--- config.mk ---
export PLATFORM = sky130hd
export DESIGN_NAME = p1305_seq
export DESIGN_NICKNAME = d
export VERILOG_FILES = /design/src/design/p1305_pkg.sv /design/src/design/p1305_seq.sv
export SDC_FILE = /design/constraint.sdc
export NUM_CORES = 1
export LEC_CHECK = 0
export BUFFER_PORTS_ARGS = -buffer_cell sky130_fd_sc_hd__buf_2
export CORE_MARGIN = 5
export CORE_UTILIZATION = 30
export DETAILED_ROUTE_END_ITERATION = 10
export GPL_ROUTABILITY_DRIVEN = 1
export PLACE_DENSITY_LB_ADDON = 0.05
export RECOVER_POWER = 50
export SLEW_MARGIN = 40
export SYNTH_ARGS = -nofsm -noshare
export SYNTH_HDL_FRONTEND = slang
export SYNTH_SLANG_ARGS = --single-unit
--- constraint.sdc ---
create_clock -name clk -period 2 [get_ports clk]
set_input_delay 0.1 -clock clk [delete_from_list [all_inputs] [get_ports clk]]
set_output_delay 0.1 -clock clk [all_outputs]
set_load 0.02 [all_outputs]
--- src/design/p1305_pkg.sv ---
// Shared types, constants and control encodings for the Poly1305 MAC core.
package p1305_pkg;

	localparam int NLIMB     = 5;
	localparam int LIMB_W    = 26;
	localparam int ACC_W     = 27;
	localparam int H_W       = 28;
	localparam int S_W       = 29;
	localparam int PROD_W    = H_W + S_W;
	localparam int D_W       = 61;
	localparam int CARRY_W   = D_W - LIMB_W;
	localparam int ROW_W     = 3;
	localparam int CFG_IDX_W = 3;
	localparam int CFG_W     = 64;
	localparam int CNT_W     = 5;
	localparam int HALF_W    = 64;
	localparam int BLK_W     = 2 * HALF_W;
	localparam int WIDE_W    = NLIMB * LIMB_W;

	localparam logic [CNT_W-1:0] BLK_BYTES = CNT_W'(16);

	typedef logic [NLIMB-1:0][LIMB_W-1:0]  limbs_t;
	typedef logic [NLIMB-1:0][ACC_W-1:0]   acc_limbs_t;
	typedef logic [NLIMB-1:0][H_W-1:0]     h_limbs_t;
	typedef logic [NLIMB-1:0][S_W-1:0]     s_limbs_t;
	typedef logic [NLIMB-1:0][PROD_W-1:0]  prods_t;

	typedef enum logic [2:0] {
		ST_IDLE,
		ST_MUL,
		ST_FOLD,
		ST_FIN1,
		ST_FIN2,
		ST_FIN3
	} state_t;

	typedef enum logic [CFG_IDX_W-1:0] {
		CFG_KEY_R_LOW  = 3'd0,
		CFG_KEY_R_HIGH = 3'd1,
		CFG_PAD_LOW    = 3'd2,
		CFG_PAD_HIGH   = 3'd3,
		CFG_EXP_LOW    = 3'd4,
		CFG_EXP_HIGH   = 3'd5
	} cfg_idx_t;

	typedef struct packed {
		logic             mul_en;
		logic [ROW_W-1:0] mul_row;
		logic             sum_en;
		logic [ROW_W-1:0] sum_row;
		logic             fold_en;
		logic             fin1_en;
		logic             fin2_en;
		logic             fin3_en;
	} ctrl_t;

endpackage

--- src/design/p1305_seq.sv ---
// Sequencer for the Poly1305 core: row loop, fold and finalize steps.
module p1305_seq (
	input  logic            clk,
	input  logic            arst_n,
	input  logic            start,
	input  logic            start_absorb,
	input  logic            start_fin,
	input  logic            out_free,
	output logic            busy,
	output p1305_pkg::ctrl_t ctrl
);
	import p1305_pkg::*;

	state_t            state_q, state_d;
	logic [ROW_W-1:0]  cnt_q;
	logic              fin_q;

	always_ff @(posedge clk or negedge arst_n) begin
		if (!arst_n) begin
			state_q <= ST_IDLE;
			cnt_q   <= '0;
			fin_q   <= 1'b0;
		end else begin
			state_q <= state_d;
			if (state_q == ST_MUL)
				cnt_q <= cnt_q + ROW_W'(1);
			else
				cnt_q <= '0;
			if (start)
				fin_q <= start_fin;
		end
	end

	always_comb begin
		state_d = state_q;
		case (state_q)
			ST_IDLE: begin
				if (start)
					state_d = start_absorb ? ST_MUL : ST_FIN1;
			end
			ST_MUL: begin
				if (cnt_q == ROW_W'(NLIMB))
					state_d = ST_FOLD;
			end
			ST_FOLD: state_d = fin_q ? ST_FIN1 : ST_IDLE;
			ST_FIN1: state_d = ST_FIN2;
			ST_FIN2: state_d = ST_FIN3;
			ST_FIN3: begin
				if (out_free)
					state_d = ST_IDLE;
			end
			default: state_d = ST_IDLE;
		endcase
	end

	always_comb begin
		ctrl         = '0;
		ctrl.mul_row = cnt_q;
		ctrl.sum_row = cnt_q - ROW_W'(1);
		case (state_q)
			ST_MUL: begin
				ctrl.mul_en = (cnt_q < ROW_W'(NLIMB));
				ctrl.sum_en = (cnt_q != '0);
			end
			ST_FOLD: ctrl.fold_en = 1'b1;
			ST_FIN1: ctrl.fin1_en = 1'b1;
			ST_FIN2: ctrl.fin2_en = 1'b1;
			ST_FIN3: ctrl.fin3_en = out_free;
			default: ;
		endcase
	end

	assign busy = (state_q != ST_IDLE);

endmodule

== Word-level counts from Yosys, hierarchy flattened ==
Cells that the tools add are included.

* Register bits after elaboration: 7
* Logic and storage cells: 32
* ROM bits: 0
* Input bits: 6
* Output and inout port bits: 13
* Memories kept: 0
* Latch bits: 0
* Memory bits (writable): 0

* Bitwise logic cells: 0
* Reductions and logical operators: 4
* $add $sub $neg: 2
* Mux-type cells: 13
* Divide/modulo/power cells: 0
* $lt $le $gt $ge: 1
* Eq/ne operators: 9
* Multipliers: 0
* Shift-type cells: 0

{| class="wikitable"
|+ Operators with widths
! operator !! number
|-
| 3-bit case mux with 6 select lines || 1
|-
| 3-bit 2-to-1 mux || 4
|-
| 3-bit equality test, second input constant || 3
|-
| 3-bit by 2-bit equality test with 1-bit output, second input constant || 2
|-
| 1-bit 2-to-1 mux || 6
|-
| 3-bit nonzero test || 2
|-
| 2-bit 2-to-1 mux || 2
|-
| 2-bit != test, second input constant || 2
|-
| 3-bit by 1-bit adder with 3-bit output, second input constant || 1
|-
| 3-bit by 1-bit equality test with 1-bit output, second input constant || 1
|-
| 3-bit zero test || 1
|-
| 3-bit < comparator, second input constant || 1
|-
| 3-bit AND reduction || 1
|-
| 3-bit by 1-bit subtractor with 3-bit output, second input constant || 1
|-
| 2-bit by 1-bit != test with 1-bit output, second input constant || 1
|}

== Longest topological paths before layout ==
Gate-level depths: netlist (run 1).

* Depth in word-level cells: 3
* Gate-level depth with buffers: 5
* Gate-level depth less buffers: 5

== Least setup slack after synthesis (run 1) ==
No wires, ideal clock.

* Path kind: register to output
* Start point: reg cnt_q[0]
* End point: out ctrl[6] (netlist name)
* Path buffers: 0
* Arrival time: 1.313 ns
* Path slack: 0.587 ns
* Required time: 1.900 ns
* Stages on the path, launching flop included: 4
* Cells stage by stage: dfrtp_1 > inv_1 > ha_1 > xor2_1

{| class="wikitable"
|+ RTL lines
! what !! line !! RTL
|-
| from (decl) || p1305_seq.sv:15 || <nowiki>logic [ROW_W-1:0] cnt_q;</nowiki>
|-
| from (signal assigned) || p1305_seq.sv:26 || <nowiki>cnt_q <= cnt_q + ROW_W'(1);</nowiki>
|-
| to (decl) || p1305_seq.sv:10 || <nowiki>output p1305_pkg::ctrl_t ctrl</nowiki>
|}

==> summary.md, run 1 <==
| Metric | Value |
|---|---|
| Setup-failing EPs final | `0` |
| Crit start category | `flop` |
| Drt wl/cell | `11.43 µm` |
| RR Startpoint | `state_q[2]` |
| Via count | `410` |
| Nets | `slightly above 80` |
| Comb power frac | `a little over half` |
| Worst skew pair latency | `0.25 ns` |
| CTS buffer count | `3` |
| Max-slew violations | `0` |
| Syn Inst Count | `51` |
| CP Data Arrival Time | `1.40 ns` |
| Worst-margin pin slew | `0.4049 ns` |
| Row Count | `14` |
| RSZ-0062 raised after global routing | `no` |
| DR pass1 iterations | `4` |
| P&R area growth vs syn | `25.68%` |
| Final hold vios | `0` |
| Gr ovfl total | `0` |
| IO Port Bufs | `18` |
| TritonCTS clock tree | `yes` |
| Worst Skew | `0.004404 ns` |
| Post-CTS Setup Repair Bufs | `0` |
| Max Root-Sink Buffers | `2` |
| Die Width | `49.07 µm` |
| Buf/Inv on CP | `1` |
| Distinct cells, synth | `22` |
| Via/cell ratio | `4.713` |
| GR Util All Layers | `8.829%` |
| Seq pwr share | `32.3%` |
| Largest net degree at the start of global routing | `13` |
| Core ar. | `0.001471 mm²` |
| CP cell instances | `nor2_1 > nand2_1 > a21oi_1 > buf_2` |
| Worst setup path class | `flop to output port` |
| GPL Wtd Cong | `0.6868` |
| Setup crit start | `state_q[2]` |
| Highest fanout seen on the critical path | `11` |
| Io pins | `19` |
| Hold path start | `start_fin` |
| Netlist Area Pre-Place | `457.9 µm²` |
| Worst EP required | `1.90 ns` |
| Setup TNS | `0 ns` |
| Routed Antenna Nets | `0` |
| Post-synthesis register bit count | `7` |
| Mean Syn Cell Area | `8.979 µm²` |
| Antenna diode count | `0` |
| Starting Density | `31.12%` |
| Sw frac | `49.87%` |
| Leakage power | `0.2846 nW` |
| H-tree levels | `1` |
| Post-Syn Nets | `61` |
| Max-Cap Viols | `0` |
| DRC | `0` |
| Tmin final | `1.495 ns` |
| Power after layout | `898.7 µW` |
| Clk pwr share | `14.4%` |
| Full die area | `0.002408 mm²` |
| Sw Pwr | `448.2 µW` |
| Cell-internal power | `~450 µW` |
| Tightest Hold Check Type | `input pin to flop` |
| Cell family with the largest share of critical-path delay | `flip-flops` |
| CP peak stage delay | `0.50 ns` |
| Starting DRT DRC Count | `8` |
| Initial antenna violation count | `0` |
| Drt total wl | `approximately 990 µm` |
| Status | `finished, final reports clean` |
| Root Driver | `clkbuf_4` |
| First-pass GRT wire length | `approximately 1.7 mm` |
| Critical Path Sink Type | `output port` |
| Vias in the first global route | `~390` |
| Sequential cell area fraction in the yosys report | `38.25%` |
| Maximum vdd ir drop | `0.5498 mV` |
| Fraction of the cycle the final worst path needs | `between 70 and 80%` |
| Reg clk slew, reported paths | `0.05 ns` |
| CP max-delay cell | `dfrtp_1` |
| Fraction of layout cells with a size suffix above 1 | `28.17%` |
| Total power per unit cell area | `around 1600 mW/mm²` |
| Slew headroom | `73.01%` |
| Die height | `roughly 50 µm` |
| CTS sink cnt | `7` |
| Synth warnings | `0` |
| Max Fclk | `668.9 MHz` |
## layer usage
| layer | track usage (%) | wire length [µm] |
|---|---|---|
| met3 | 5.505 | 80 |
| met5 | 0 | 0 |
| met1 | 10.20 | 431 |
| met2 | 13.95 | 481 |
| met4 | 1.345 | 0 |
## registers in the layout (all words and copies together) (netlist names)
| name | flops |
|---|---|
| cnt_q | 3 |
| fin_q | 1 |
| state_q | 3 |
## logic make-up after synthesis
| logic type | after synthesis | synth area share (%) |
|---|---|---|
| buf+inv | 8 | 9.289 |
| simple gates | 22 | 24.86 |
| xor+xnor | 2 | 3.826 |
| compound gates | 7 | 10.38 |
| flops | 7 | 38.25 |
| fa+ha+maj | 4 | 10.93 |
| mux | 1 | 2.459 |
## placed cells by master, fill, tap and decap left out, drive strengths merged
| cell | instances |
|---|---|
| buf | 14 |
| nor2 | 9 |
| clkbuf | 8 |
| dfrtp | 7 |
| nand2 | 6 |
| inv | 5 |
| ha | 4 |
| a21oi | 2 |
| and3 | 2 |
| nand2b | 2 |
| nor3 | 1 |
| or3 | 1 |
| xor2 | 1 |
| o21ai | 1 |
| xnor2 | 1 |
| o2111ai | 1 |
| nor4 | 1 |
| a22oi | 1 |
| a21o | 1 |
| a31o | 1 |
| mux2 | 1 |
| dlygate4sd3 | 1 |
## power groups by stage
stage | registers [mW] | clock network (mW) | logic, mW
final | 0.290 | 0.130 | 0.479
after global routing | 0.307 | 0.146 | 0.531
after CTS | 0.293 | 0.136 | 0.494
after detailed placement | 0.295 | 0 | 0.490
after global placement | 0.297 | 0 | 0.492
after floorplan | 0.243 | 0 | 0.415
## Yosys cell counts
cell | n | area, µm²
o2111ai_1 | 1 | 8.760
buf_6 | 1 | 11.26
nand2b_1 | 2 | 12.51
nor3_1 | 1 | 5.000
a22oi_1 | 1 | 7.510
nand2_1 | 6 | 22.52
o21ai_0 | 1 | 5.000
ha_1 | 4 | 50.05
or3_1 | 1 | 6.260
a21o_1 | 1 | 7.510
xor2_1 | 1 | 8.760
and3_1 | 2 | 12.51
dfrtp_1 | 7 | 175.2
a31o_2 | 1 | 8.760
nor2_1 | 9 | 33.78
mux2_2 | 1 | 11.26
inv_1 | 5 | 18.77
buf_4 | 1 | 7.510
nor4_4 | 1 | 21.27
buf_2 | 1 | 5.000
a21oi_1 | 2 | 10.01
xnor2_1 | 1 | 8.760
## per-stage QoR
step	std cells	hold slack [ns]	area [µm²]	setup WS (ns)	utilization, %
2_1_floorplan	51	-0.1956	457.9	0.5874	-
3_3_place_gp	82	-0.05184	544.3	0.7601	36.99
3_5_place_dp	82	-0.05349	544.3	0.7551	36.99
4_1_cts	87	0.06826	580.6	0.4680	39.46
5_1_grt	87	0.06723	575.6	0.3463	39.12
6_report	87	0.07494	575.6	0.5050	39.12
## final cells by class
class | count | area [µm²]
flip-flops and latches | 7 | 175.2
inverters | 5 | 18.77
multi-input cells | 36 | 240.2
repair buffers | 19 | 95.09
well taps | 16 | 20.02
clock buffers | 4 | 26.28
fillers | 182 | 895.9
## path summary, 6_finish.rpt
check                      slack, ns  depth (start not counted)    endpoint
min in group asynchronous       0.28                          2  state_q[2]
min reg2reg                     0.55                          1       fin_q
min                             0.07                          2       fin_q
max                             0.50                          4     ctrl[7]
max reg2reg                     0.82                          3  state_q[1]
max in group asynchronous       1.43                          2    cnt_q[1]
## what timing repair did
| item | CTS | global route |
|---|---|---|
| hold buffers | 1 | 0 |
| endpoints found under the hold margin | 7 | 0 |
| resized for setup | 0 | 0 |
Note: power is estimated with default switching activity, not from simulation.
==> run 2, diff against run 1 <==
Settings changed: ABC_AREA set to 1.
Clock period 2 ns to 1.5 ns, I/O delays scaled along.
==> summary.md, run 2 <==
| Metric | Value |
|---|---|
| Status | `finished, final reports clean` |
| Seq pwr share | `24.2% (-8.1 points)` |
| Synth area leader | `dfrtp_1` |
| Tmin final | `~1.4 ns` |
| GPL Wtd Cong | `0.7339 (+6.9%)` |
| Sequential cell area fraction in the yosys report | `35.62% (-2.6 points)` |
| Crit start category | `flop` |
| Tightest Hold Check Type | `input pin to flop` |
| Starting DRT DRC Count | `3 (-5)` |
| Commonest non-fill, non-tap cells in the layout | `15 x buf_2, 10 x inv_1, 6 x nor2_2, 6 x nor2_1, 6 x dfrtp_1` |
| Highest fanout seen on the critical path | `6 (-5)` |
| Setup-failing EPs final | `0 (unchanged)` |
| Clk pwr share | `12.8% (-1.6 points)` |
| Max Fclk | `725.6 MHz` |
| Hpwl dp | `867 µm` |
| Full die area | `0.002549 mm² (+5.9%)` |
| Cell-internal power | `652.8 µW (+45%)` |
| Commonest non-fill, non-tap cell in the layout | `buf_2` |
| Vias in the first global route | `393 (+1.8%)` |
| H-tree levels | `1 (unchanged)` |
| Largest registers | `cnt_q: 3 flops, state_q: 3 flops, fin_q: 1 flops` |
| CTS buffer count | `3 (unchanged)` |
| Syn Inst Count | `57 (+12%)` |
| Max-Cap Viols | `0 (unchanged)` |
| Post-Syn Nets | `67 (+9.8%)` |
| Slew headroom | `71.06% (-1.9 points)` |
| GR Util All Layers | `9.375% (+0.55 points)` |
| Post-synth top cells | `10 x inv_1, 7 x dfrtp_1, 6 x nor2_1, 6 x nor2_2, 5 x nand2_1` |
| Dominant cells by area after synthesis | `dfrtp_1 36%, ha_1 10%, inv_1 7.6%` |
| Ys flop type | `dfrtp_1` |
| Worst skew pair latency | `0.25 ns (about the same)` |
| Total power per unit cell area | `2147 mW/mm² (+37%)` |
| CP Data Arrival Time | `1.30 ns (-0.10 ns)` |
| Comb power frac | `62.9% (+9.7 points)` |
| CTS sink cnt | `7 (unchanged)` |
| Post-synth EDFFs | `0 (unchanged)` |
| Count leader, synth | `inv_1` |
| Mean Syn Cell Area | `8.627 µm² (-3.9%)` |
| Die height | `50.49 µm (+2.9%)` |
| Worst-margin pin slew | `0.4341 ns (+0.02915 ns)` |
| Area share of the largest cell type after synthesis | `35.62% (-2.6 points)` |
| Post-synthesis register bit count | `7 (unchanged)` |
| Critical Path Sink Type | `output port` |
| Via count | `420 (+2.4%)` |
| Io pins | `19 (unchanged)` |
| Hold path start | `start_fin` |
| DR pass1 iterations | `4 (unchanged)` |
| IO Port Bufs | `18 (unchanged)` |
| Largest net degree at the start of global routing | `8 (-5)` |
| Die Width | `50.49 µm (+2.9%)` |
| Worst reg-to-reg setup slack | `0.40 ns (-0.42 ns)` |
| Starting Density | `32.27% (+1.1 points)` |
| Final hold vios | `0 (unchanged)` |
| Reg clk slew, reported paths | `0.05 ns (about the same)` |
| Distinct cells, synth | `19 (-14%)` |
| Setup crit start | `state_q[2]` |
| Drt wl/cell | `10.78 µm (-5.6%)` |
| TritonCTS clock tree | `yes` |
| Fraction of layout cells with a size suffix above 1 | `46.25% (+18 points)` |
| Root Driver | `clkbuf_4` |
| Sw frac | `52.16% (+2.3 points)` |
| Antenna diode count | `0 (unchanged)` |
| Max Root-Sink Buffers | `2 (unchanged)` |
| Initial antenna violation count | `0 (unchanged)` |
| First-pass GRT wire length | `1.794 mm (+5.3%)` |
| Power after layout | `1.365 mW (+52%)` |
| Core ar. | `0.001524 mm² (+3.6%)` |
| Synth warnings | `0 (unchanged)` |
| Max-slew violations | `0 (unchanged)` |
| Row Count | `14 (unchanged)` |
| Worst EP required | `1.42 ns (-0.48 ns)` |
| P&R area growth vs syn | `29.26%` |
| Via/cell ratio | `4.375 (-7.2%)` |
| FFs w/ async S/R, synth | `100.0% (unchanged)` |
| Routed Antenna Nets | `0 (unchanged)` |
| Sw Pwr | `711.8 µW (+59%)` |
| Placed Instances | `91 (+11%)` |
| Fillers | `170 (-6.6%)` |
| Setup TNS | `0 ns (unchanged)` |
| Maximum vdd ir drop | `0.7619 mV (+39%)` |
| Fraction of the cycle the final worst path needs | `91.88%` |
| Worst setup path class | `flop to output port` |
| Drt total wl | `1.035 mm (+4.1%)` |
| Worst Skew | `0.002490 ns (-0.001914 ns)` |
| Netlist Area Pre-Place | `491.7 µm² (+7.4%)` |
| RSZ-0062 raised after global routing | `no` |
| Layout Cells excl Fill | `96 (+10%)` |
| Nets | `91 (+11%)` |
| DRC | `0 (unchanged)` |
| RR Startpoint | `cnt_q[1]` |
| Leakage power | `0.3358 nW (+18%)` |
| Gr ovfl total | `0 (unchanged)` |
-- run 2: worst paths after layout --
| check | endpoint | cells past startpoint |
|---|---|---|
| max | ctrl[11] | 6 |
| max reg2reg | state_q[0] | 5 |
| min | fin_q | 2 |
| min in group asynchronous | state_q[2] | 2 |
| min reg2reg | fin_q | 1 |
| max in group asynchronous | cnt_q[0] | 2 |
-- run 2: power groups by stage --
stage / Combinational, mW / Clock, mW / Sequential (mW)
5_1_grt: 0.956 / 0.198 / 0.343
2_1_floorplan: 0.628 / 0 / 0.345
6_report: 0.859 / 0.175 / 0.331
3_5_place_dp: 0.872 / 0 / 0.333
3_3_place_gp: 0.885 / 0 / 0.335
4_1_cts: 0.878 / 0.183 / 0.331
-- run 2: kinds of logic after synthesis --
logic type	Yosys count	synth area share (%)
adders and majority gates	4	10.18
AOI/OAI and AO/OA	4	6.361
xor gates and xnor gates	2	3.563
buffers and inverters	13	9.924
muxes	1	2.290
DFF	7	35.62
and+or+nand+nor	26	32.06
-- run 2: critical path, stage by stage (launching register included) --
cell	delay (ns)
dfrtp_1	0.40
inv_2	0.13
nand3_4	0.12
nor2_2	0.14
a22oi_2	0.06
inv_1	0.05
buf_2	0.15
-- run 2: final cells by class --
class / instances / area (µm²) / area share [%]
multi-input combinational: 37 / 267.8 / 42.13
sequential: 7 / 176.4 / 27.76
timing repair buffer: 19 / 96.34 / 15.16
inverter: 13 / 48.80 / 7.677
clock buffer: 4 / 26.28 / 4.134
tap: 16 / 20.02 / 3.150
-- run 2: routing by layer --
| layer | part of all wire [%] | vias up | global-route usage [%] |
|---|---|---|---|
| li1 | - | 222 | - |
| met1 | 47 | 189 | 13.42 |
| met2 | 47 | 9 | 11.78 |
| met3 | 6.3 | 0 | 5.325 |
| met4 | 0 | 0 | 2.553 |
| met5 | 0 | - | 0 |
-- run 2: repair_timing --
item / in CTS / in global routing
setup buffers: 0 / 0
endpoints found under the hold margin: 7 / 0
setup endpoints to repair: 0 / 1
hold buffers: 1 / 0
resized for setup: 0 / 1
-- run 2: per-stage QoR --
step | cell area (µm²) | hold slack, ns | setup WS, ns | utilization [%]
final | 635.6 | 0.05442 | 0.1218 | 41.71
after global routing | 635.6 | 0.04827 | 0.01961 | 41.71
after CTS | 638.1 | 0.04807 | 0.06427 | 41.87
after detailed placement | 601.8 | -0.07115 | 0.3522 | 39.49
after global placement | 601.8 | -0.07040 | 0.3627 | 39.49
after floorplan | 491.7 | -0.2206 | 0.1094 | -
