--- src/design/p1305_pkg.sv ---
// Shared types, constants and control encodings for the Poly1305 MAC core.
package p1305_pkg;

	localparam int NLIMB     = 5;
	localparam int LIMB_W    = 26;
	localparam int ACC_W     = 27;
	localparam int H_W       = 28;
	localparam int S_W       = 29;
	localparam int PROD_W    = H_W + S_W;
	localparam int D_W       = 61;
	localparam int CARRY_W   = D_W - LIMB_W;
	localparam int ROW_W     = 3;
	localparam int CFG_IDX_W = 3;
	localparam int CFG_W     = 64;
	localparam int CNT_W     = 5;
	localparam int HALF_W    = 64;
	localparam int BLK_W     = 2 * HALF_W;
	localparam int WIDE_W    = NLIMB * LIMB_W;

	localparam logic [CNT_W-1:0] BLK_BYTES = CNT_W'(16);

	typedef logic [NLIMB-1:0][LIMB_W-1:0]  limbs_t;
	typedef logic [NLIMB-1:0][ACC_W-1:0]   acc_limbs_t;
	typedef logic [NLIMB-1:0][H_W-1:0]     h_limbs_t;
	typedef logic [NLIMB-1:0][S_W-1:0]     s_limbs_t;
	typedef logic [NLIMB-1:0][PROD_W-1:0]  prods_t;

	typedef enum logic [2:0] {
		ST_IDLE,
		ST_MUL,
		ST_FOLD,
		ST_FIN1,
		ST_FIN2,
		ST_FIN3
	} state_t;

	typedef enum logic [CFG_IDX_W-1:0] {
		CFG_KEY_R_LOW  = 3'd0,
		CFG_KEY_R_HIGH = 3'd1,
		CFG_PAD_LOW    = 3'd2,
		CFG_PAD_HIGH   = 3'd3,
		CFG_EXP_LOW    = 3'd4,
		CFG_EXP_HIGH   = 3'd5
	} cfg_idx_t;

	typedef struct packed {
		logic             mul_en;
		logic [ROW_W-1:0] mul_row;
		logic             sum_en;
		logic [ROW_W-1:0] sum_row;
		logic             fold_en;
		logic             fin1_en;
		logic             fin2_en;
		logic             fin3_en;
	} ctrl_t;

endpackage

--- src/design/p1305_final.sv ---
// Final reduction mod 2^130-5, pad addition and tag compare.
module p1305_final (
	input  logic                        clk,
	input  p1305_pkg::ctrl_t            ctrl,
	input  p1305_pkg::acc_limbs_t       acc,
	input  logic [p1305_pkg::BLK_W-1:0] pad,
	input  logic [p1305_pkg::BLK_W-1:0] expect_tag,
	output logic [p1305_pkg::BLK_W-1:0] tag,
	output logic                        tag_eq
);
	import p1305_pkg::*;

	acc_limbs_t           hr, hr_q, f;
	limbs_t               g;
	logic [H_W-1:0]       t, t0, u4, tg;
	logic [1:0]           c;
	logic [2:0]           gc;
	logic                 sel;
	logic [HALF_W-1:0]    lo, hi;
	logic [BLK_W-1:0]     packed_q;
	logic [HALF_W:0]      sum_lo;
	logic [HALF_W-1:0]    sum_hi;
	logic [BLK_W-1:0]     tag_d;
	logic [BLK_W-1:0]     tag_q;
	logic                 match_q;

	// step 1: full carry pass
	always_comb begin
		c     = '0;
		hr[0] = '0;
		for (int i = 1; i < NLIMB; i++) begin
			t     = H_W'(acc[i]) + H_W'(c);
			hr[i] = ACC_W'(t[LIMB_W-1:0]);
			c     = t[H_W-1:LIMB_W];
		end
		t0    = H_W'(acc[0]) + (H_W'(c) << 2) + H_W'(c);
		hr[0] = ACC_W'(t0[LIMB_W-1:0]);
		hr[1] = hr[1] + ACC_W'(t0[H_W-1:LIMB_W]);
	end

	always_ff @(posedge clk) begin
		if (ctrl.fin1_en)
			hr_q <= hr;
	end

	// step 2: take h - p when h >= p, then pack to 128 bits
	always_comb begin
		gc = 3'd5;
		for (int i = 0; i < NLIMB - 1; i++) begin
			tg   = H_W'(hr_q[i]) + H_W'(gc);
			g[i] = tg[LIMB_W-1:0];
			gc   = 3'(tg[H_W-1:LIMB_W]);
		end
		u4       = H_W'(hr_q[NLIMB-1]) + H_W'(gc);
		sel      = |u4[H_W-1:LIMB_W];
		g[NLIMB-1] = u4[LIMB_W-1:0];
		for (int i = 0; i < NLIMB; i++)
			f[i] = sel ? ACC_W'(g[i]) : hr_q[i];
		lo = HALF_W'(f[0]) | (HALF_W'(f[1]) << 26) | (HALF_W'(f[2]) << 52);
		hi = HALF_W'(f[2] >> 12) | (HALF_W'(f[3]) << 14) | (HALF_W'(f[4]) << 40);
	end

	always_ff @(posedge clk) begin
		if (ctrl.fin2_en)
			packed_q <= {hi, lo};
	end

	// step 3: add pad mod 2^128 and compare
	always_comb begin
		sum_lo = (HALF_W+1)'(packed_q[HALF_W-1:0]) + (HALF_W+1)'(pad[HALF_W-1:0]);
		sum_hi = packed_q[BLK_W-1:HALF_W] + pad[BLK_W-1:HALF_W] + HALF_W'(sum_lo[HALF_W]);
		tag_d  = {sum_hi, sum_lo[HALF_W-1:0]};
	end

	always_ff @(posedge clk) begin
		if (ctrl.fin3_en) begin
			tag_q   <= tag_d;
			match_q <= (tag_d == expect_tag);
		end
	end

	assign tag    = tag_q;
	assign tag_eq = match_q;

endmodule

--- config.mk ---
export PLATFORM = sky130hd
export DESIGN_NAME = p1305_final
export DESIGN_NICKNAME = d
export VERILOG_FILES = /design/src/design/p1305_pkg.sv /design/src/design/p1305_final.sv
export SDC_FILE = /design/constraint.sdc
export NUM_CORES = 1
export LEC_CHECK = 0
export ABC_AREA = 1
export BUFFER_PORTS_ARGS = -buffer_cell sky130_fd_sc_hd__buf_2
export CORE_MARGIN = 2
export CORE_UTILIZATION = 25
export CTS_CLUSTER_SIZE = 20
export DETAILED_ROUTE_END_ITERATION = 10
export MAX_ROUTING_LAYER = met4
export SLEW_MARGIN = 0
export SYNTH_ARGS = -nofsm -noshare
export SYNTH_HDL_FRONTEND = slang
export SYNTH_SLANG_ARGS = --single-unit
--- constraint.sdc ---
create_clock -name clk -period 14.2 [get_ports clk]
set_clock_uncertainty 0.2 [all_clocks]
set_input_delay 2.13 -clock clk [delete_from_list [all_inputs] [get_ports clk]]
set_output_delay 2.13 -clock clk [all_outputs]
set_load 0.05 [all_outputs]
; ---- After elaboration in Yosys (flattened, before gate mapping)
; Index checks and enable logic that the tools add are counted.
[op_classes]
n_addsub = 14
n_eq_ne = 1
muxes = 5
bitwise_logic = 4
n_reduce_logical = 1
[op_table]
columns = operator, n
row1 = equality test 128 bit, 1
row2 = 2-to-1 mux 26 bit, 3
row3 = adder 64 x 64 -> 65 bit, 1
row4 = adder 64 x 1 -> 64 bit, 1
row5 = adder 64 bit, 1
row6 = bitwise OR 40 x 64 -> 64 bit, 1
row7 = bitwise OR 53 x 64 -> 64 bit, 1
row8 = adder 27 x 1 -> 28 bit, 2
row9 = adder 27 x 2 -> 28 bit, 2
row10 = adder 26 x 1 -> 27 bit, 2
row11 = adder 26 x 2 -> 27 bit, 2
row12 = bitwise OR 26 x 53 -> 53 bit, 1
row13 = bitwise OR 14 x 40 -> 40 bit, 1
row14 = adder 27 x 4 -> 28 bit, 1
row15 = adder 28 x 2 -> 28 bit, 1
row16 = "adder 26 x 3 -> 27 bit, second input constant", 1
row17 = 2-to-1 mux 27 bit, 1
row18 = 2-to-1 mux 24 bit, 1
row19 = OR reduction 2 bit, 1
[word_totals]
reg_bits = 388
inputBits = 404
out_inout_bits = 129
word_cells = 33

; ---- Longest topological paths before layout
; Gate-level depths: netlist of run 1.
[depth]
ltp_word = 9
depth_mapped = 71
depth_no_buf = 71

; ---- Worst setup path after synthesis of run 1
; No wires, ideal clock.
[synth_timing]
path_type = input to register
startpoint = in acc[53] (netlist bit)
endpoint = reg hr_q[49] (netlist bit), data pin
setup_time_ns = 0.260
arrival_time_ns = 10.694
t_required_ns = 13.740
slack_ns = 3.045
path_stages = 69
n_path_buf = 0
path_cell_list = ha_1 > ha_1 > inv_1 > nor3_2 > inv_1 > nor2_1 > inv_1 > nor2_2 > nand4_1 > nor3_2 > nand2_1 > nor3_2 > and3b_1 > xor2_1 > inv_1 > ha_1 > fa_1 > nand2_1 > (+33 left out) > nor2_2 > nand4_2 > nor2_2 > nand4_1 > nor3_2 > xnor2_1 > inv_1 > ha_1 > inv_1 > fa_1 > nor2_1 > nand3_1 > nor4_2 > nand4_1 > nor3_2 > nand3_1 > nor2_1 > xor2_1
[synth_rtl]
columns = item, line
row1 = "start, declared", p1305_final.sv:5  ; input p1305_pkg::acc_limbs_t acc,
row2 = "end signal, assigned", p1305_final.sv:43  ; hr_q <= hr;
row3 = "end, declared", p1305_final.sv:13  ; acc_limbs_t hr, hr_q, f;

==> summary.md, run 1 <==
| Metric | Value |
|---|---|
| Status | finished clean |
| Setup bufs post-CTS | 0 |
| Synth top area share | a little under two fifths |
| Slowest cell on crit path | fa_1 |
| EDFF count, synth | just under 400 |
| Max-slew violation count | 0 |
| Area leader, netlist | edfxtp_1 |
| Portion of total power attributed to sequential cells | 35.7% |
| Num rows | 129 |
| Max VDD drop | ~0.089 mV |
| Most frequent cell after synthesis | nand2_1 |
| Worst setup EP type | flip-flop |
| Switching Share | 38.4% |
| Syn. warnings | 0 |
| Hold Path Class | reg -> reg |
| Total CTS buffers | 50 |
| RSZ-0062 raised after global routing | false |
| Synth area leaders | edfxtp_1 (37%), nand2_1 (18%), inv_1 (9.6%), ha_1 (5.9%), nand3_1 (5.9%) |
| Worst path top cell family by delay | simple AND/OR/NAND/NOR gates |
| Clk pwr share | between 30 and 40% |
| Post-Syn Area | between 30,000 and 40,000 sq um |
| Top cells by count, synth | nand2_1 (1,512), inv_1 (802), nor2_1 (415) |
| CTS Hold Buffers Added | 0 |
| Netlist cell types | 50 |
| Grt ovf | 0 |
| Drt initial violations | 2,440 |
| Period utilisation layout | approximately 90% |
| DP Area | around 36,000 sq um |
| Setup TNS | 0 ns |
| I/O pins | roughly 530 |
| Clock Latency Late Sink | 0.66 ns |
| Syn Inst Count | 4,393 |
| Layout Cell Area excl Fill | about 38,000 sq um |
| CTS HTree Levels | 2 |
| Power Internal | ~2.6 mW |
| Port Buf Inserts | roughly 520 |
| Worst hold slack | around 0.37 ns |
| Routed WL per cell | ~21 um |
| Core region area | between 100,000 and 150,000 sq um |
| Placer congestion estimate | slightly above 1 |
| Register bit total from synthesis | between 300 and 400 |
| Hpwl dp | around 130 mm |
| Slew headroom | 28.0% |
| Die extent in x | between 300 and 400 um |
| Vias per cell | between 4 and 5 |
| Power density cells | 110 nW/um^2 |
| Drt drc | 0 |
| Ys flop type | edfxtp_1 |
| DRT antenna net count | 0 |
| GRT Util Overall | 22.4% |
| DR pass1 iterations | 5 |
| Max-cap viol count | 0 |
| Root buf cell | clkbuf_16 |
| Synth Net Count | just under 5,000 |
| Post-layout nets | 5,531 |
| Final Critical Period | 12.69 ns |
| Total wire length | 144 mm |
| TritonCTS clock tree | done |
| Register area share after synthesis | between 30% and 40% |
| Initial core utilization | 25.2% |
| Die area | 128,000 sq um |
| First-pass GRT wire length | between 150 and 200 mm |
| Worst Max-Slew Pin Slew | 1.08 ns |
| Gates resized, CTS repair | 0 |
| Critical path data arrival time | 12.89 ns |
| Leakage | approximately 19 nW |
| Initial antenna violation count | between 50 and 60 |
| Synth async-reset ratio | 0% |
| CP max stage delay | approximately 0.4 ns |
| Critical path buffer and inverter count | 9 |
| Final Util | approximately 31% |
| CP Class | in -> reg |
| Pin count of the biggest net entering global routing | just under 80 |
| Endpoints failing setup | 0 |
| Setup crit start kind | input port |
| Post-layout total power | around 4.2 mW |
| Psw | 1.60 mW |
| Reg clk slew, reported paths | roughly 0.06 ns |
| Critical-path maximum fanout | 4 |
| Vias after detailed routing | 30,600 |
| Syn avg cell area | 7.12 sq um |
| Area delta synth->final | 21.0% |
| Comb pwr share | a little under a third |
| Critical path's most frequent cell | nor2_1 |
| Final Hold Viols | 0 |
| Peak Freq | 0.0788 GHz |
| CP Data Required Time | ~14 ns |
| Max Buffers Root-to-Sink | 3 |
| Vias in the first global route | about 29,000 |
| Layout cell share with drive strength beyond 1 | around 14% |
| Die H | approximately 360 um |
| # clock sinks | slightly below 400 |
==> final cells by class <==
cell class	instances	area (sq um)
Clock buffer	51	1250
Tap cell	1637	2050
Clock inverter	41	473
Fill cell	13600	86100
Timing Repair Buffer	533	2700
Inverter	804	3020
Antenna cell	45	113
Multi-Input combinational cell	3195	16600
Sequential cell	388	11700
==> per-layer routing <==
metal  global-route usage, %  up-vias  share of wire [%]
met5                       -        -                  0
met4                    7.92        0                3.8
met3                    3.71      184                7.1
met2                    35.3     1026                 45
met1                    29.0    14100                 44
li1                        -    15200                  -
==> registers in the layout, summed over array words and instances (netlist names) <==
signal,flops
tag_eq,1
hr_q,131
packed_q,128
tag,128
==> final timing paths <==
path                  start       endpoint  slack (ns)  cells after the start
setup / recovery    acc[53]       hr_q[49]        1.51                     65
hold / removal    hr_q[127]  packed_q[123]        0.37                      2
setup reg to reg    hr_q[0]   packed_q[61]        5.07                     34
hold reg to reg   hr_q[127]  packed_q[123]        0.37                      2
==> through the flow <==
stage | instances | worst slack, ns
6_report | 6694 | 1.51
4_1_cts | 6649 | 1.38
2_1_floorplan | 4393 | 3.05
5_1_grt | 6682 | 0.0937
3_5_place_dp | 6557 | 0.725
3_3_place_gp | 6557 | 0.877
==> worst min-delay path: cells and delay by family, from the launching register on <==
kind          cells  cell delay [ns]
flops             1             0.35
simple gates      1             0.07
buf+inv           1             0.05
==> power groups by stage <==
stage | combinational (mW) | sequential, mW | clock (mW)
floorplan | 0.626 | 1.65 | 0
global placement | 1.31 | 1.51 | 0
detailed placement | 1.31 | 1.51 | 0
CTS | 1.32 | 1.49 | 1.40
global route | 1.43 | 1.50 | 1.43
finish | 1.32 | 1.49 | 1.36
==> cells by family after synthesis <==
kind of cell    share of synthesized area, %
fa+ha+maj                               6.39
buf+inv                                 9.77
xor+xnor                                7.77
simple gates                            34.7
compound gates                          4.15
flops                                   37.2
==> placed cells by master (no fill, tap or decap), types with 16 or more instances in the layout <==
cell / instances
nand3b_1: 21
nand2_2: 17
nor3_1: 60
o21bai_1: 32
o21ai_0: 41
xor2_1: 156
nor2_2: 16
ha_1: 147
edfxtp_1: 388
buf_2: 520
diode_2: 45
xnor2_1: 82
nand2_1: 1512
nand4_1: 75
a21oi_1: 145
nor2_1: 415
clkbuf_16: 50
inv_1: 802
nand3_1: 366
No activity file was read; power rests on OpenSTA's default activity.
==> run 2: changes to the inputs <==
- ABC_AREA: 1 -> unset
- BUFFER_PORTS_ARGS: -buffer_cell sky130_fd_sc_hd__buf_2 -> -buffer_cell sky130_fd_sc_hd__clkbuf_2
==> run 2 against run 1 <==
Compared with the run above: global-route usage grew 1.0 points; combinational power grew 5%; first-iteration DRC count down 20%; cell count shrank 27%; fmax is 4.1% higher; via count fell by 19%; die area fell by 12%; sequential cell count stayed put.
==> summary.md, run 2 <==
| Metric | Value |
|---|---|
| Fin worst setup slack | approximately 2 ns |
| Layout Cell Area excl Fill | ~33,000 sq um |
| Setup crit start kind | input port |
| GRT Util Overall | a little under a quarter |
| Worst r2r dst | tag_eq |
| First-pass GRT wire length | 179 mm |
| Post-synthesis compound-gate area fraction | between 10% and 20% |
| DP Area | 31,800 sq um |
| Routed WL per cell | ~27 um |
| CTS HTree Levels | 2 |
| DR pass1 iterations | 7 |
| Root buf cell | clkbuf_16 |
| Power Internal | about 2.5 mW |
| Setup bufs post-CTS | 0 |
| Period utilisation layout | 85.9% |
| CP Class | in -> reg |
| Core region area | 109,000 sq um |
| Xor/xnor share of the synthesized area | approximately 15% |
| # clock sinks | ~390 |
| Switching Share | around 40% |
| Reg2Reg Depth | 28 |
| Routed wl met3 | just over 8 mm |
| Top Layer Used | met4 |
| Ys flop type | edfxtp_1 |
| Portion of total power attributed to sequential cells | a little over a third |
| R2r startpoint | packed_q[0] |
| Syn avg cell area | roughly 9.7 sq um |
| Layout cell share with drive strength beyond 1 | a little under a fifth |
| Synth area leaders | edfxtp_1 (42%), xnor2_1 (9.2%), ha_1 (6.7%), xor2_1 (5.4%), nand2_1 (4.3%) |
| Die H | between 300 and 400 um |
| Synth top area share | around 42% |
| Initial antenna violation count | 40 |
| Met1 WL | 62.9 mm |
| Total CTS buffers | 47 |
| Die extent in x | 336 um |
| Drt initial violations | 1,949 |
| Endpoints failing setup | 0 |
| Syn Inst Count | 2,832 |
| Max Buffers Root-to-Sink | 3 |
| Placer congestion estimate | roughly 0.95 |
| Comb pwr share | about a third |
| Synth Net Count | between 3,000 and 4,000 |
| CP max stage delay | 0.65 ns |
| Slew headroom | 26.3% |
| Netlist cell types | 88 |
| Gates resized, CTS repair | 0 |
| EDFF count, synth | ~390 |
| Register bit total from synthesis | around 390 |
| Critical-path maximum fanout | 5 |
| Post-layout nets | about 4,000 |
| Area leader, netlist | edfxtp_1 |
| Port Buf Inserts | ~520 |
| DRT antenna net count | 0 |
| Reg with most FFs | hr_q |
| FILL cells | 11,500 |
| Synth Area in Simple Gates | around a fifth |
| Max reg flops | between 100 and 150 |
| Grt ovf | 0 |
| Vias after detailed routing | between 20,000 and 25,000 |
| Most common cell after layout, fill and taps aside | clkbuf_2 |
| FF+latch area | approximately 12,000 sq um |
| Post-Synth Adder-Cell Area | 7.25% |
| Post-layout total power | between 4 and 5 mW |
| Final Critical Period | between 10 and 15 ns |
| WL met2 | between 50 and 60 mm |
| Reg clk slew, reported paths | approximately 0.060 ns |
| Critical path's most frequent cell | nor2_1 |
| Leakage | between 10 and 15 nW |
| Clk pwr share | 29.7% |
| Most frequent cell after synthesis | edfxtp_1 |
| Vias per cell | ~5.1 |
| Pin count of the biggest net entering global routing | just over 70 |
| Hpwl dp | approximately 110 mm |
| WHS Endpoint | packed_q[108] |
| Worst setup EP type | flip-flop |
| I/O pins | 533 |
| Status | finished clean |
| Psw | roughly 1.6 mW |
| Leading cell types in the layout, fill and taps excluded | clkbuf_2 (520), edfxtp_1 (388), nand2_1 (313) |
| R2R Setup Slk | between 3 and 4 ns |
| Worst hold slack | between 0.3 and 0.4 ns |
| Slowest cell on crit path | nor2_1 |
| Drt drc | 0 |
| Post-Syn Area | between 20,000 and 30,000 sq um |
| Critical path data arrival time | around 12 ns |
| WHS Path Cells | 1 |
| Power density cells | 123 nW/um^2 |
| Hold Path Class | reg -> reg |
| Multi-input logic area | 15,300 sq um |
| Initial core utilization | roughly 25% |
| CTS Hold Buffers Added | 0 |
| Post-synthesis mux area share | less than 1% |
| Final Hold Viols | 0 |
| Area delta synth->final | 21.1% |
| Total wire length | 132 mm |
| Setup TNS | 0 ns |
| Register area share after synthesis | about 42% |
| Main combinational cell family by area after synthesis | simple AND/OR/NAND/NOR gates |
| Hold_sp | hr_q[112] |
| TritonCTS clock tree | done |
| Worst Max-Slew Pin Slew | roughly 1.1 ns |
| RSZ-0062 raised after global routing | false |
| Num rows | 121 |
| Max VDD drop | approximately 0.08 mV |
| Die area | roughly 110,000 sq um |
| Top cells by count, synth | edfxtp_1 (388), nand2_1 (313), xnor2_1 (288) |
| Peak Freq | between 0.08 and 0.09 GHz |
| Max-cap viol count | 0 |
| Clock Latency Late Sink | 0.65 ns |
| Vias in the first global route | roughly 24,000 |
| Critical path buffer and inverter count | 1 |
| Worst path top cell family by delay | simple AND/OR/NAND/NOR gates |
| Synth async-reset ratio | 0% |
| Worst slack at placement | 1.37 ns |
| Syn. warnings | 0 |
| Max-slew violation count | 0 |
| CP Data Required Time | between 10 and 15 ns |
-- run 2: cell count changes in the layout (fill, tap and decap cells not counted), sizes merged, moves of 57 or more --
| cell | change |
|---|---|
| a21oi | +57 |
| buf | -510 |
| clkbuf | +524 |
| inv | -747 |
| nand2 | -1216 |
| nand3 | -241 |
| nor2 | -231 |
| o21ai | +98 |
| xnor2 | +206 |
-- run 2: power by group through the flow --
stage               clock network, mW  registers (mW)  logic (mW)
floorplan                           0            1.70       0.592
global placement                    0            1.51        1.38
detailed placement                  0            1.51        1.38
CTS                              1.25            1.49        1.38
global route                     1.28            1.50        1.47
finish                           1.22            1.49        1.39
-- run 2: cells by family (layout without fill, tap and decap cells) --
family          Yosys count  in the layout
simple gates           1058           1058
buf+inv                 150            688
xor+xnor                463            463
fa+ha+maj               155            155
flops                   388            388
compound gates          608            608
mux                      10             10
other cells               0             28
-- run 2: through the flow --
step	cells	utilization [%]
floorplan	2832	-
global placement	4761	29.1
detailed placement	4761	29.1
CTS	4846	30.5
global route	4871	30.6
finish	4874	30.6
-- run 2: area by class of cell --
cell class,count,area share (%)
inverters,60,0.675
flip-flops and latches,388,34.9
clock inverters,30,0.825
repair buffers,543,8.33
well taps,1476,5.53
clock buffers,55,3.68
diodes,28,0.210
multi-input cells,2294,45.9
-- run 2: layer usage --
metal  GRT usage, %  vias to the layer above
li1               -                    11600
met1           32.6                    12100
met2           34.8                      975
met3           3.72                      129
met4           7.08                        0
met5              -                        -
-- run 2: worst max-delay path by stage --
stage	start	to	slack, ns	depth (start not counted)
floorplan	acc[53]	hr_q[51]	4.36	40
global placement	acc[53]	hr_q[51]	1.52	41
detailed placement	acc[53]	hr_q[51]	1.37	41
CTS	acc[53]	hr_q[51]	2.00	41
global route	acc[53]	hr_q[51]	1.04	41
finish	acc[53]	hr_q[51]	2.00	41
